$ cat src/design/matrix_multiply_engine_core_macros.svh
// Assertion macros for the matrix multiply engine.
// Used by the top level only; no other dependencies.
`ifndef MATRIX_MULTIPLY_ENGINE_CORE_MACROS_SVH
`define MATRIX_MULTIPLY_ENGINE_CORE_MACROS_SVH
// Checks a property on every rising edge of clk outside reset.
`define MME_ASSERT(lbl, prop, msg) \
  lbl: assert property (@(posedge clk) disable iff (!rst_n) (prop)) else $error(msg);
// Checks a property on every rising edge of clk, reset included.
`define MME_ASSERT_ALWAYS(lbl, prop, msg) \
  lbl: assert property (@(posedge clk) (prop)) else $error(msg);
`endif

$ cat src/design/mme_pkg.sv
// Package of the matrix multiply engine: codes, widths, state and cell control types.
// No dependencies.
`default_nettype none
package mme_pkg;
  localparam int DIM_W = 4;
  localparam int IDX_W = 3;
  localparam int ELEM_W = 16;
  localparam int PROD_W = 32;
  localparam int SUM_W = 35;

  localparam logic [1:0] OP_LOAD_A = 2'd0;
  localparam logic [1:0] OP_LOAD_B = 2'd1;
  localparam logic [1:0] OP_COMPUTE = 2'd2;

  localparam logic [1:0] REG_ROWS_A = 2'd0;
  localparam logic [1:0] REG_INNER_DIM = 2'd1;
  localparam logic [1:0] REG_COLS_B = 2'd2;

  typedef enum logic [1:0] {ST_IDLE, ST_BLOAD, ST_MAC, ST_DRAIN} mme_state_t;

  typedef struct packed {
    logic               mac_v;
    logic               first;
    logic [IDX_W-1:0]   t;
    logic               shift;
    logic               bw_en;
    logic [IDX_W-1:0]   bw_row;
    logic [ELEM_W-1:0]  bw_data;
  } cell_ctl_t;
endpackage
`default_nettype wire

$ cat src/design/mme_cell.sv
// One column cell: holds a column of B, a multiplier and an accumulator.
// Depends on mme_pkg.
`default_nettype none
module mme_cell #(
  parameter int MAX_DIM = 8
) (
  input  logic                              clk,
  input  logic                              rst_n,
  input  mme_pkg::cell_ctl_t                ctl,
  input  logic                              b_sel,
  input  logic signed [mme_pkg::ELEM_W-1:0] a_val,
  input  logic signed [mme_pkg::SUM_W-1:0]  acc_in,
  output logic signed [mme_pkg::SUM_W-1:0]  acc_out
);
  import mme_pkg::*;

  localparam int TW = (MAX_DIM > 1) ? $clog2(MAX_DIM) : 1;

  logic signed [ELEM_W-1:0] b_col_r [MAX_DIM];
  logic signed [PROD_W-1:0] prod_r;
  logic                     prod_v_r;
  logic                     prod_first_r;
  logic signed [SUM_W-1:0]  acc_r;
  logic signed [SUM_W-1:0]  acc_nxt;

  always_ff @(posedge clk) begin
    if (ctl.bw_en && b_sel) begin
      b_col_r[ctl.bw_row[TW-1:0]] <= ctl.bw_data;
    end
  end

  always_ff @(posedge clk) begin
    if (!rst_n) begin
      prod_v_r <= 1'b0;
    end else begin
      prod_v_r <= ctl.mac_v;
    end
  end

  always_ff @(posedge clk) begin
    prod_r       <= a_val * b_col_r[ctl.t[TW-1:0]];
    prod_first_r <= ctl.first;
  end

  always_comb begin
    acc_nxt = acc_r;
    if (prod_v_r) begin
      acc_nxt = (prod_first_r ? '0 : acc_r) + {{(SUM_W-PROD_W){prod_r[PROD_W-1]}}, prod_r};
    end else if (ctl.shift) begin
      acc_nxt = acc_in;
    end
  end

  always_ff @(posedge clk) begin
    acc_r <= acc_nxt;
  end

  assign acc_out = acc_r;
endmodule
`default_nettype wire

$ cat config.mk
export PLATFORM = sky130hd
export DESIGN_NAME = mme_cell
export DESIGN_NICKNAME = d
export VERILOG_FILES = /design/src/design/matrix_multiply_engine_core_macros.svh /design/src/design/mme_pkg.sv /design/src/design/mme_cell.sv
export SDC_FILE = /design/constraint.sdc
export NUM_CORES = 1
export LEC_CHECK = 0
export BUFFER_PORTS_ARGS = -buffer_cell sky130_fd_sc_hd__buf_4
export CAP_MARGIN = 10
export CORE_MARGIN = 4
export CORE_UTILIZATION = 45
export CTS_CLUSTER_DIAMETER = 60
export DETAILED_ROUTE_END_ITERATION = 16
export SETUP_SLACK_MARGIN = 0.15
export SYNTH_ARGS = -nofsm -noshare
export SYNTH_HDL_FRONTEND = slang
export SYNTH_SLANG_ARGS = --single-unit
$ cat constraint.sdc
create_clock -name clk -period 8.75 [get_ports clk]
set_input_delay 0.875 -clock clk [delete_from_list [all_inputs] [get_ports clk]]
set_output_delay 0.875 -clock clk [all_outputs]
set_load 0.005 [all_outputs]
---- Yosys cells after proc, flatten, opt, wreduce, memory -nomap -nowiden ----
Memory sizes are Yosys's and may differ from the RTL's.
Index checks and enable logic that the tools add are counted.
word-level totals
  register bits ........................... 69
  memory bits (writable) .................. 128
  bits of input ports ..................... 80
  output and inout bits ................... 35
  word-level logic and storage cells ...... 14
  memories kept ........................... 1
memory list
  name     depth  width  rd ports  clocked after memory_dff  wr ports  line            source
  b_col_r  8      16     1         0                         1         mme_cell.sv:19  logic signed [ELEM_W-1:0] b_col_r [MAX_DIM];
operators by class
  add/sub/neg operators ................... 1
  $mul .................................... 1
  multiplexer cells ....................... 5
  reduce and logical (&&, ||, !) cells .... 2
operator list
  operator                                        number
  35-bit 2-to-1 mux                               3
  35-bit adder                                    1
  16-bit by 16-bit multiplier with 32-bit output  1
  1-bit 2-to-1 mux                                2
  2-bit nonzero test                              1
  1-bit logical AND                               1

---- Depth between registers and ports, before layout ----
Gate-level depths: netlist of run 1.
  depth after elaboration ................. 3
  gate-level depth with buffers ........... 29
  gate-level depth less buffers ........... 25

---- Worst setup path after synthesis of run 1 ----
Ideal clock, no wire load.
  kind .................................... input -> register
  from .................................... input ctl[21] (netlist name)
  to ...................................... register prod_r[31]
  setup time .............................. 72 ps
  arrival time ............................ 7544 ps
  required time ........................... 8678 ps
  setup slack ............................. 1133 ps
  stages on the path ...................... 24
  path buffers ............................ 3
  cell sequence ........................... clkbuf_1 > buf_2 > mux4_2 > mux2i_1 > clkbuf_1 > nor2b_1 > fa_1 > fa_1 > inv_1 > fa_1 > inv_1 > fa_1 > fa_1 > inv_1 > fa_1 > inv_1 > ha_1 > or4_1 > o221ai_1 > o21ai_0 > o41ai_2 > o2111ai_1 > a21oi_1 > xnor2_1
between the ends
  word-level cells in the longest chain between the ends .. 2
RTL lines
  item                                            line            source
  start, declared                                 mme_cell.sv:9   input mme_pkg::cell_ctl_t ctl,
  memory 8 x 16 bit                               --
  16-bit by 16-bit multiplier with 32-bit output  mme_cell.sv:41  prod_r <= a_val * b_col_r[ctl.t[TW-1:0]];
  end signal, assigned                            mme_cell.sv:41
  end, declared                                   mme_cell.sv:20  logic signed [PROD_W-1:0] prod_r;
No other way between the ends.
A chain may end at the register's enable or synchronous reset.

---- Worst setup path after layout of run 1 ----
Ends and elaborated chain as after synthesis.

==> qor.log, run 1 <==
qor: die.die_h 213 um
qor: die.dieWidth 213 um
qor: synthesis.synth-seq-area-share 0.294
qor: synthesis.primary_ff_master_synth edfxtp_1
qor: clock_network.path_clk_slew 0.07 ns
qor: clock_network.cts-buffers-inserted 17
qor: synthesis.netlist-cell-type-count 68
qor: synthesis.synth_largest_type_area_fraction 0.278
qor: synthesis.synthDominantAreaCellType fa_1
qor: detailed_routing.finalWirelength 42,400 um
qor: timing.timing.max_slew.rel_slack 0.277
qor: detailed_routing.routedWlPerCell 18.0 um
qor: clock_network.ctsHtreeMaxLevel 4
qor: synthesis.post_synth_most_frequent_cells inv_1, fa_1, edfxtp_1, nand2_1, ha_1
qor: timing.report.final.slew_viol_count 0
qor: finish.n_fill_cell 3,704
qor: detailed_routing.antenna_violating_nets_post_route 0
qor: synthesis.ys_seq_elements 197
qor: die.die_area 45,500 um^2
qor: timing.post-route-min-period 7.49 ns
qor: global_routing.initial_antenna_violation_count 1
qor: clock_network.cts.sink_count 197
qor: placed_design.dp_cells 2,324
qor: die.core-area 41,200 um^2
qor: finish.areaGrowthSynthToFinish 10.8%
qor: finish.total_nets_final 2,270
qor: worst_setup_path.worstPathMaxFanout 32
qor: clock_network.clock_tree_from_tritoncts yes
qor: outcome.run_status complete, no violations
qor: worst_setup_path.r2r_setup_slack 1.92 ns
qor: die.rows 74
qor: clock_network.clock_path_buffers 2
qor: timing.fin_crit_sh 0.856
qor: synthesis.synthMostInstantiatedCell inv_1
qor: synthesis.asyncSetResetFlopFracSynth 0
qor: detailed_routing.drt_drc_violations_left 0
qor: flow_run.max-cap-violations 0
qor: clock_network.clk-insertion-delay-late 0.49 ns
qor: placed_design.routabilityCongestion 0.851
qor: timing.setup-tns-final 0 ns
qor: finish.postLayoutCoreUtil 0.510
qor: die.design.portCount 115
qor: clock_network.cts-resized-gates 0
qor: synthesis.yosys_warnings 0
qor: detailed_routing.via_per_inst 5.13
qor: synthesis.postSynthNetCount 2,181
qor: detailed_routing.drtIter0Drc 615
qor: global_routing.grt_pass1_vias 13,100
qor: worst_setup_path.arrival_time_of_data_at_the_critical_path_endpoint 7.90 ns
qor: detailed_routing.drt_pass1_iterations 5
qor: global_routing.grt_usage 0.198
qor: timing.max_freq 134 MHz
qor: placed_design.portBuffers 114
qor: die.initial_core_utilization 0.460
qor: global_routing.grt_max_degree 39
qor: timing.timing_hold_violations_final 0
qor: finish.antenna-diode-count 0
qor: min_path.hold_class in -> reg
qor: synthesis.synth_area 19,000 um^2
qor: clock_network.cts_root_buffer clkbuf_16
qor: worst_setup_path.worst_setup_path_start_kind input port
qor: worst_setup_path.kind_of_capture_point_of_the_worst_setup_path flip-flop
qor: synthesis.count_of_mapped_cells_out_of_synthesis 1,722
qor: timing.timing_worst_slew_pin_value 1.08 ns
qor: synthesis.synth.top_cells.by_area fa_1, edfxtp_1, ha_1, inv_1, mux4_2
qor: placed_design.dp_hpwl 32,800 um
qor: timing.setup_viol_count_final 0
qor: worst_setup_path.crit_type in -> reg
qor: timing.fin_skew 0.0181 ns
qor: synthesis.synthesis.area_per_instance 11.0 um^2
qor: global_routing.global_route_wire_length_before_repair 70,000 um
qor: finish.final_cells 2,356
qor: clock_network.postCtsSetupBuffers 0
qor: synthesis.synth-edff-count 163
qor: worst_setup_path.required_time_worst_endpoint 9.16 ns
qor: finish.post_route_cells_drive_above_1_share 0.134
qor: clock_network.cts_hold_repair.buffers 0
qor: detailed_routing.num_vias 12,100
qor: timing.setup_repair_after_global_routing_missed_its_margin false
qor: global_routing.globalRouteOverflowTotal 0
## layout make-up
class / count / area [um^2] / share of cell area
inverter: 331 / 1240 / 0.0592
tap: 532 / 666 / 0.0317
sequential: 197 / 5580 / 0.265
clock inverter: 15 / 191 / 0.00912
timing repair buffer: 123 / 923 / 0.0440
multi-input combinational: 1141 / 12000 / 0.570
clock buffer: 17 / 425 / 0.0203
## registers in the layout (all words and copies together) (netlist names)
name          flops
b_col_r         128
acc_out          35
prod_r           32
prod_first_r      1
prod_v_r          1
## placed cells by master (no fill, tap or decap), types with 32 or more instances in the layout
| cell type | synthesis | layout |
|---|---|---|
| inv_1 | 331 | 331 |
| fa_1 | 263 | 263 |
| edfxtp_1 | 163 | 163 |
| nand2_1 | 148 | 148 |
| buf_4 | 0 | 123 |
| ha_1 | 116 | 116 |
| nor2b_1 | 111 | 111 |
| a21oi_1 | 54 | 54 |
| and2_1 | 48 | 48 |
| nor2_1 | 52 | 46 |
| xnor2_1 | 46 | 46 |
| dfxtp_1 | 34 | 34 |
| mux4_2 | 32 | 32 |
| nand2b_1 | 32 | 32 |
## per-layer routing
layer | GRT usage | up-vias | share of wire | wire length (um)
met1 | 0.273 | 6025 | 0.46 | 19500
met5 | 0 | - | 0 | 0
li1 | - | 5742 | - | -
met3 | 0.0436 | 38 | 0.056 | 2360
met2 | 0.324 | 287 | 0.47 | 20000
met4 | 0.0481 | 0 | 0.014 | 602
## path summary, 6_finish.rpt
kind,to,from,cells past startpoint
max reg2reg,prod_r[31],b_col_r[7][1],18
min,prod_first_r,ctl[24],1
max,prod_r[31],ctl[21],19
min reg2reg,acc_out[0],prod_r[0],2
## stage by stage
stage | setup WS (ns) | hold slack [ns] | area (um^2)
global placement | 0.801 | 0.652 | 20400
detailed placement | 0.706 | 0.651 | 20400
CTS | 1.24 | 0.459 | 21000
floorplan | 1.13 | 0.631 | 19000
global route | 0.770 | 0.476 | 21000
finish | 1.26 | 0.501 | 21000
## worst max-delay path, cell delays in order
cell and delay (ns):
buf_4 0.50, mux4_2 0.57, mux2_2 0.42, nand2_1 0.18, fa_1 0.49, inv_1 0.21
fa_1 0.63, fa_1 0.53, fa_1 0.56, fa_1 0.44, fa_1 0.46, ha_1 0.23
or4_1 0.52, o221ai_1 0.16, o21ai_0 0.15, o41ai_2 0.45, o2111ai_1 0.19, a21oi_1 0.19
xnor2_1 0.13
## cell families after synthesis
group / synth area share
simple gates: 0.126
flops: 0.294
xor+xnor: 0.0259
buf+inv: 0.0762
fa+ha+maj: 0.354
mux: 0.0595
compound gates: 0.0647
Power of run 1 is not shown: default switching activity piles up to over one toggle a cycle in this logic, so the estimate is an artifact.
==> run 2, diff against run 1 <==
CORE_ASPECT_RATIO = 0.75   (was not set)
==> run 2 against run 1 <==
Cell count increased by 1.7%. Critical path type unchanged. Non-clock buffer count increased by 10. Sequential share of layout area decreased by 0.082 points. Sequential cell count unchanged.
==> qor.log, run 2 (same netlist as run 1, synthesis figures left out) <==
qor: outcome.run_status complete, no violations [unchanged]
qor: timing.setup_repair_after_global_routing_missed_its_margin false [unchanged]
qor: clock_network.cts-buffers-inserted 17 [unchanged]
qor: timing.timing.max_slew.rel_slack 0.375 [was 0.277]
qor: worst_setup_path.worst_r2r_endpoint prod_r[31] [unchanged]
qor: worst_setup_path.timing.critical_path.from ctl[22] [was ctl[21]]
qor: flow_run.max-cap-violations 0 [unchanged]
qor: finish.largest_register_ffs 128 [unchanged]
qor: finish.n_fill_cell 3,689 [was 3,704]
qor: clock_network.postCtsSetupBuffers 0 [unchanged]
qor: global_routing.groute.layer.met1.usage 0.278 [was 0.273]
qor: min_path.worstHoldEndpoint prod_first_r [unchanged]
qor: detailed_routing.drt_pass1_iterations 5 [unchanged]
qor: worst_setup_path.path_common_cell fa_1 [unchanged]
qor: detailed_routing.finalWirelength 41,400 um [was 42,400 um]
qor: worst_setup_path.longest_individual_stage_delay_on_the_worst_path 0.79 ns [was 0.63 ns]
qor: timing.fin_crit_sh 0.870 [was 0.856]
qor: die.design.portCount 115 [unchanged]
qor: timing.max_freq 131 MHz [was 134 MHz]
qor: worst_setup_path.arrival_time_of_data_at_the_critical_path_endpoint 7.96 ns [was 7.90 ns]
qor: clock_network.clock_path_buffers 2 [unchanged]
qor: clock_network.path_clk_slew 0.08 ns [was 0.07 ns]
qor: timing.timing_hold_violations_final 0 [unchanged]
qor: finish.post_route_cells_drive_above_1_share 0.136 [was 0.134]
qor: placed_design.routabilityCongestion 0.828 [was 0.851]
qor: clock_network.cts_root_buffer clkbuf_16 [unchanged]
qor: clock_network.clock_tree_from_tritoncts yes [unchanged]
qor: placed_design.portBuffers 114 [unchanged]
qor: worst_setup_path.r2r_setup_slack 1.61 ns [was 1.92 ns]
qor: detailed_routing.drt_drc_violations_left 0 [unchanged]
qor: die.core-area 41,200 um^2 [about the same]
qor: worst_setup_path.worst_setup_path_start_kind input port [unchanged]
qor: finish.postLayoutCoreUtil 0.512 [was 0.510]
qor: detailed_routing.antenna_violating_nets_post_route 0 [unchanged]
qor: detailed_routing.drtIter0Drc 702 [was 615]
qor: global_routing.grt_pass1_vias 13,500 [was 13,100]
qor: global_routing.initial_antenna_violation_count 0 [was 1]
qor: min_path.hold_class in -> reg [unchanged]
qor: detailed_routing.routedWlPerCell 17.3 um [was 18.0 um]
qor: timing.timing_worst_slew_pin_value 0.937 ns [was 1.08 ns]
qor: clock_network.cts_hold_repair.buffers 0 [unchanged]
qor: die.dieWidth 245 um [was 213 um]
qor: timing.setup-tns-final 0 ns [unchanged]
qor: finish.mostFrequentLayoutCell inv_1 [unchanged]
qor: detailed_routing.via_per_inst 5.21 [was 5.13]
qor: die.rows 64 [was 74]
qor: clock_network.ctsHtreeMaxLevel 4 [unchanged]
qor: clock_network.cts.sink_count 197 [unchanged]
qor: min_path.hold_depth 1 [unchanged]
qor: worst_setup_path.required_time_worst_endpoint 9.10 ns [was 9.16 ns]
qor: global_routing.grt_usage 0.194 [was 0.198]
qor: global_routing.globalRouteOverflowTotal 0 [unchanged]
qor: finish.total_nets_final 2,280 [was 2,270]
qor: detailed_routing.num_vias 12,500 [was 12,100]
qor: die.die_area 45,500 um^2 [about the same]
qor: worst_setup_path.critical_path.slowest_cell fa_1 [unchanged]
qor: worst_setup_path.reg2reg_from b_col_r[4][1] [was b_col_r[7][1]]
qor: timing.fin_skew 0.0124 ns [was 0.0181 ns]
qor: die.die_h 186 um [was 213 um]
qor: global_routing.gr_layer_usage_met3 0.0287 [was 0.0436]
qor: worst_setup_path.kind_of_capture_point_of_the_worst_setup_path flip-flop [unchanged]
qor: worst_setup_path.crit_type in -> reg [unchanged]
qor: global_routing.grt_max_degree 39 [unchanged]
qor: clock_network.cts-resized-gates 0 [unchanged]
qor: die.initial_core_utilization 0.461 [was 0.460]
qor: placed_design.dp_hpwl 32,300 um [was 32,800 um]
qor: finish.mostFrequentLayoutCells inv_1, fa_1, edfxtp_1 [unchanged]
qor: worst_setup_path.worstPathMaxFanout 32 [unchanged]
qor: min_path.hold_path_startpoint ctl[24] [unchanged]
qor: finish.antenna-diode-count 0 [unchanged]
qor: global_routing.globalRoute.busiestLayer met2 [unchanged]
qor: timing.report.final.slew_viol_count 0 [unchanged]
qor: timing.setup_viol_count_final 0 [unchanged]
qor: worst_setup_path.r2r_cell_count 21 [was 18]
qor: clock_network.clk-insertion-delay-late 0.47 ns [was 0.49 ns]
qor: timing.post-route-min-period 7.61 ns [was 7.49 ns]
qor: worst_setup_path.path_cells buf_4 -> mux4_2 -> mux2_2 -> nand2_1 -> fa_1 -> inv_1 -> fa_1 -> fa_1 -> fa_1 -> fa_1 -> inv_1 -> fa_1 -> inv_1 -> ha_1 -> nand2_1 -> nor2_1 -> nand3_1 -> a311oi_1 -> o41ai_2 -> o2111ai_1 -> a21oi_1 -> xnor2_1 [was buf_4 -> mux4_2 -> mux2_2 -> nand2_1 -> fa_1 -> inv_1 -> fa_1 -> fa_1 -> fa_1 -> fa_1 -> fa_1 -> ha_1 -> or4_1 -> o221ai_1 -> o21ai_0 -> o41ai_2 -> o2111ai_1 -> a21oi_1 -> xnor2_1]
qor: global_routing.global_route.usage.met2 0.320 [was 0.324]
qor: global_routing.global_route_wire_length_before_repair 70,000 um [about the same]
qor: finish.areaGrowthSynthToFinish 11.1% [was 10.8%]
==> run 2: cell types whose count changed in the layout (fill, tap and decap cells not counted), sizes merged <==
cell,delta
buf,+10
==> run 2: area by class of cell <==
type                       count  area [um^2]  area share
sequential                   197         5580       0.265
clock inverter                15          173     0.00820
timing repair buffer         133          998      0.0474
inverter                     331         1240      0.0590
multi-input combinational   1141        12000       0.567
tap                          561          702      0.0333
clock buffer                  17          425      0.0202
==> run 2: worst max path at each step <==
stage / endpoint / slack (ns) / cells after the start
floorplan: prod_r[31] / 1.13 / 24
global placement: prod_r[31] / 0.80 / 21
detailed placement: prod_r[31] / 0.71 / 19
CTS: prod_r[31] / 1.20 / 21
global route: prod_r[31] / 0.70 / 22
finish: prod_r[31] / 1.14 / 22
==> run 2: per-stage QoR <==
stage	instances	instance area [um^2]	hold WS, ns	setup slack (ns)
after floorplan	1722	19000	0.631	1.13
after global routing	2395	21100	0.475	0.696
after CTS	2395	21100	0.473	1.20
final	2395	21100	0.503	1.14
after detailed placement	2363	20500	0.705	0.707
after global placement	2363	20500	0.694	0.796
==> run 2: metal layers <==
| metal | up-vias | part of all wire |
|---|---|---|
| li1 | 5766 | - |
| met1 | 6442 | 0.47 |
| met3 | 33 | 0.039 |
| met4 | 0 | 0.012 |
| met5 | - | 0 |
| met2 | 231 | 0.48 |
==> run 2: critical path, delay by kind of cell <==
family | cells | cell delay [ns]
compound gates | 4 | 1.17
xor+xnor | 1 | 0.13
fa+ha+maj | 7 | 3.75
buf+inv | 4 | 0.65
mux | 2 | 0.73
simple gates | 4 | 0.64
Power of run 2 is left out for the same reason.
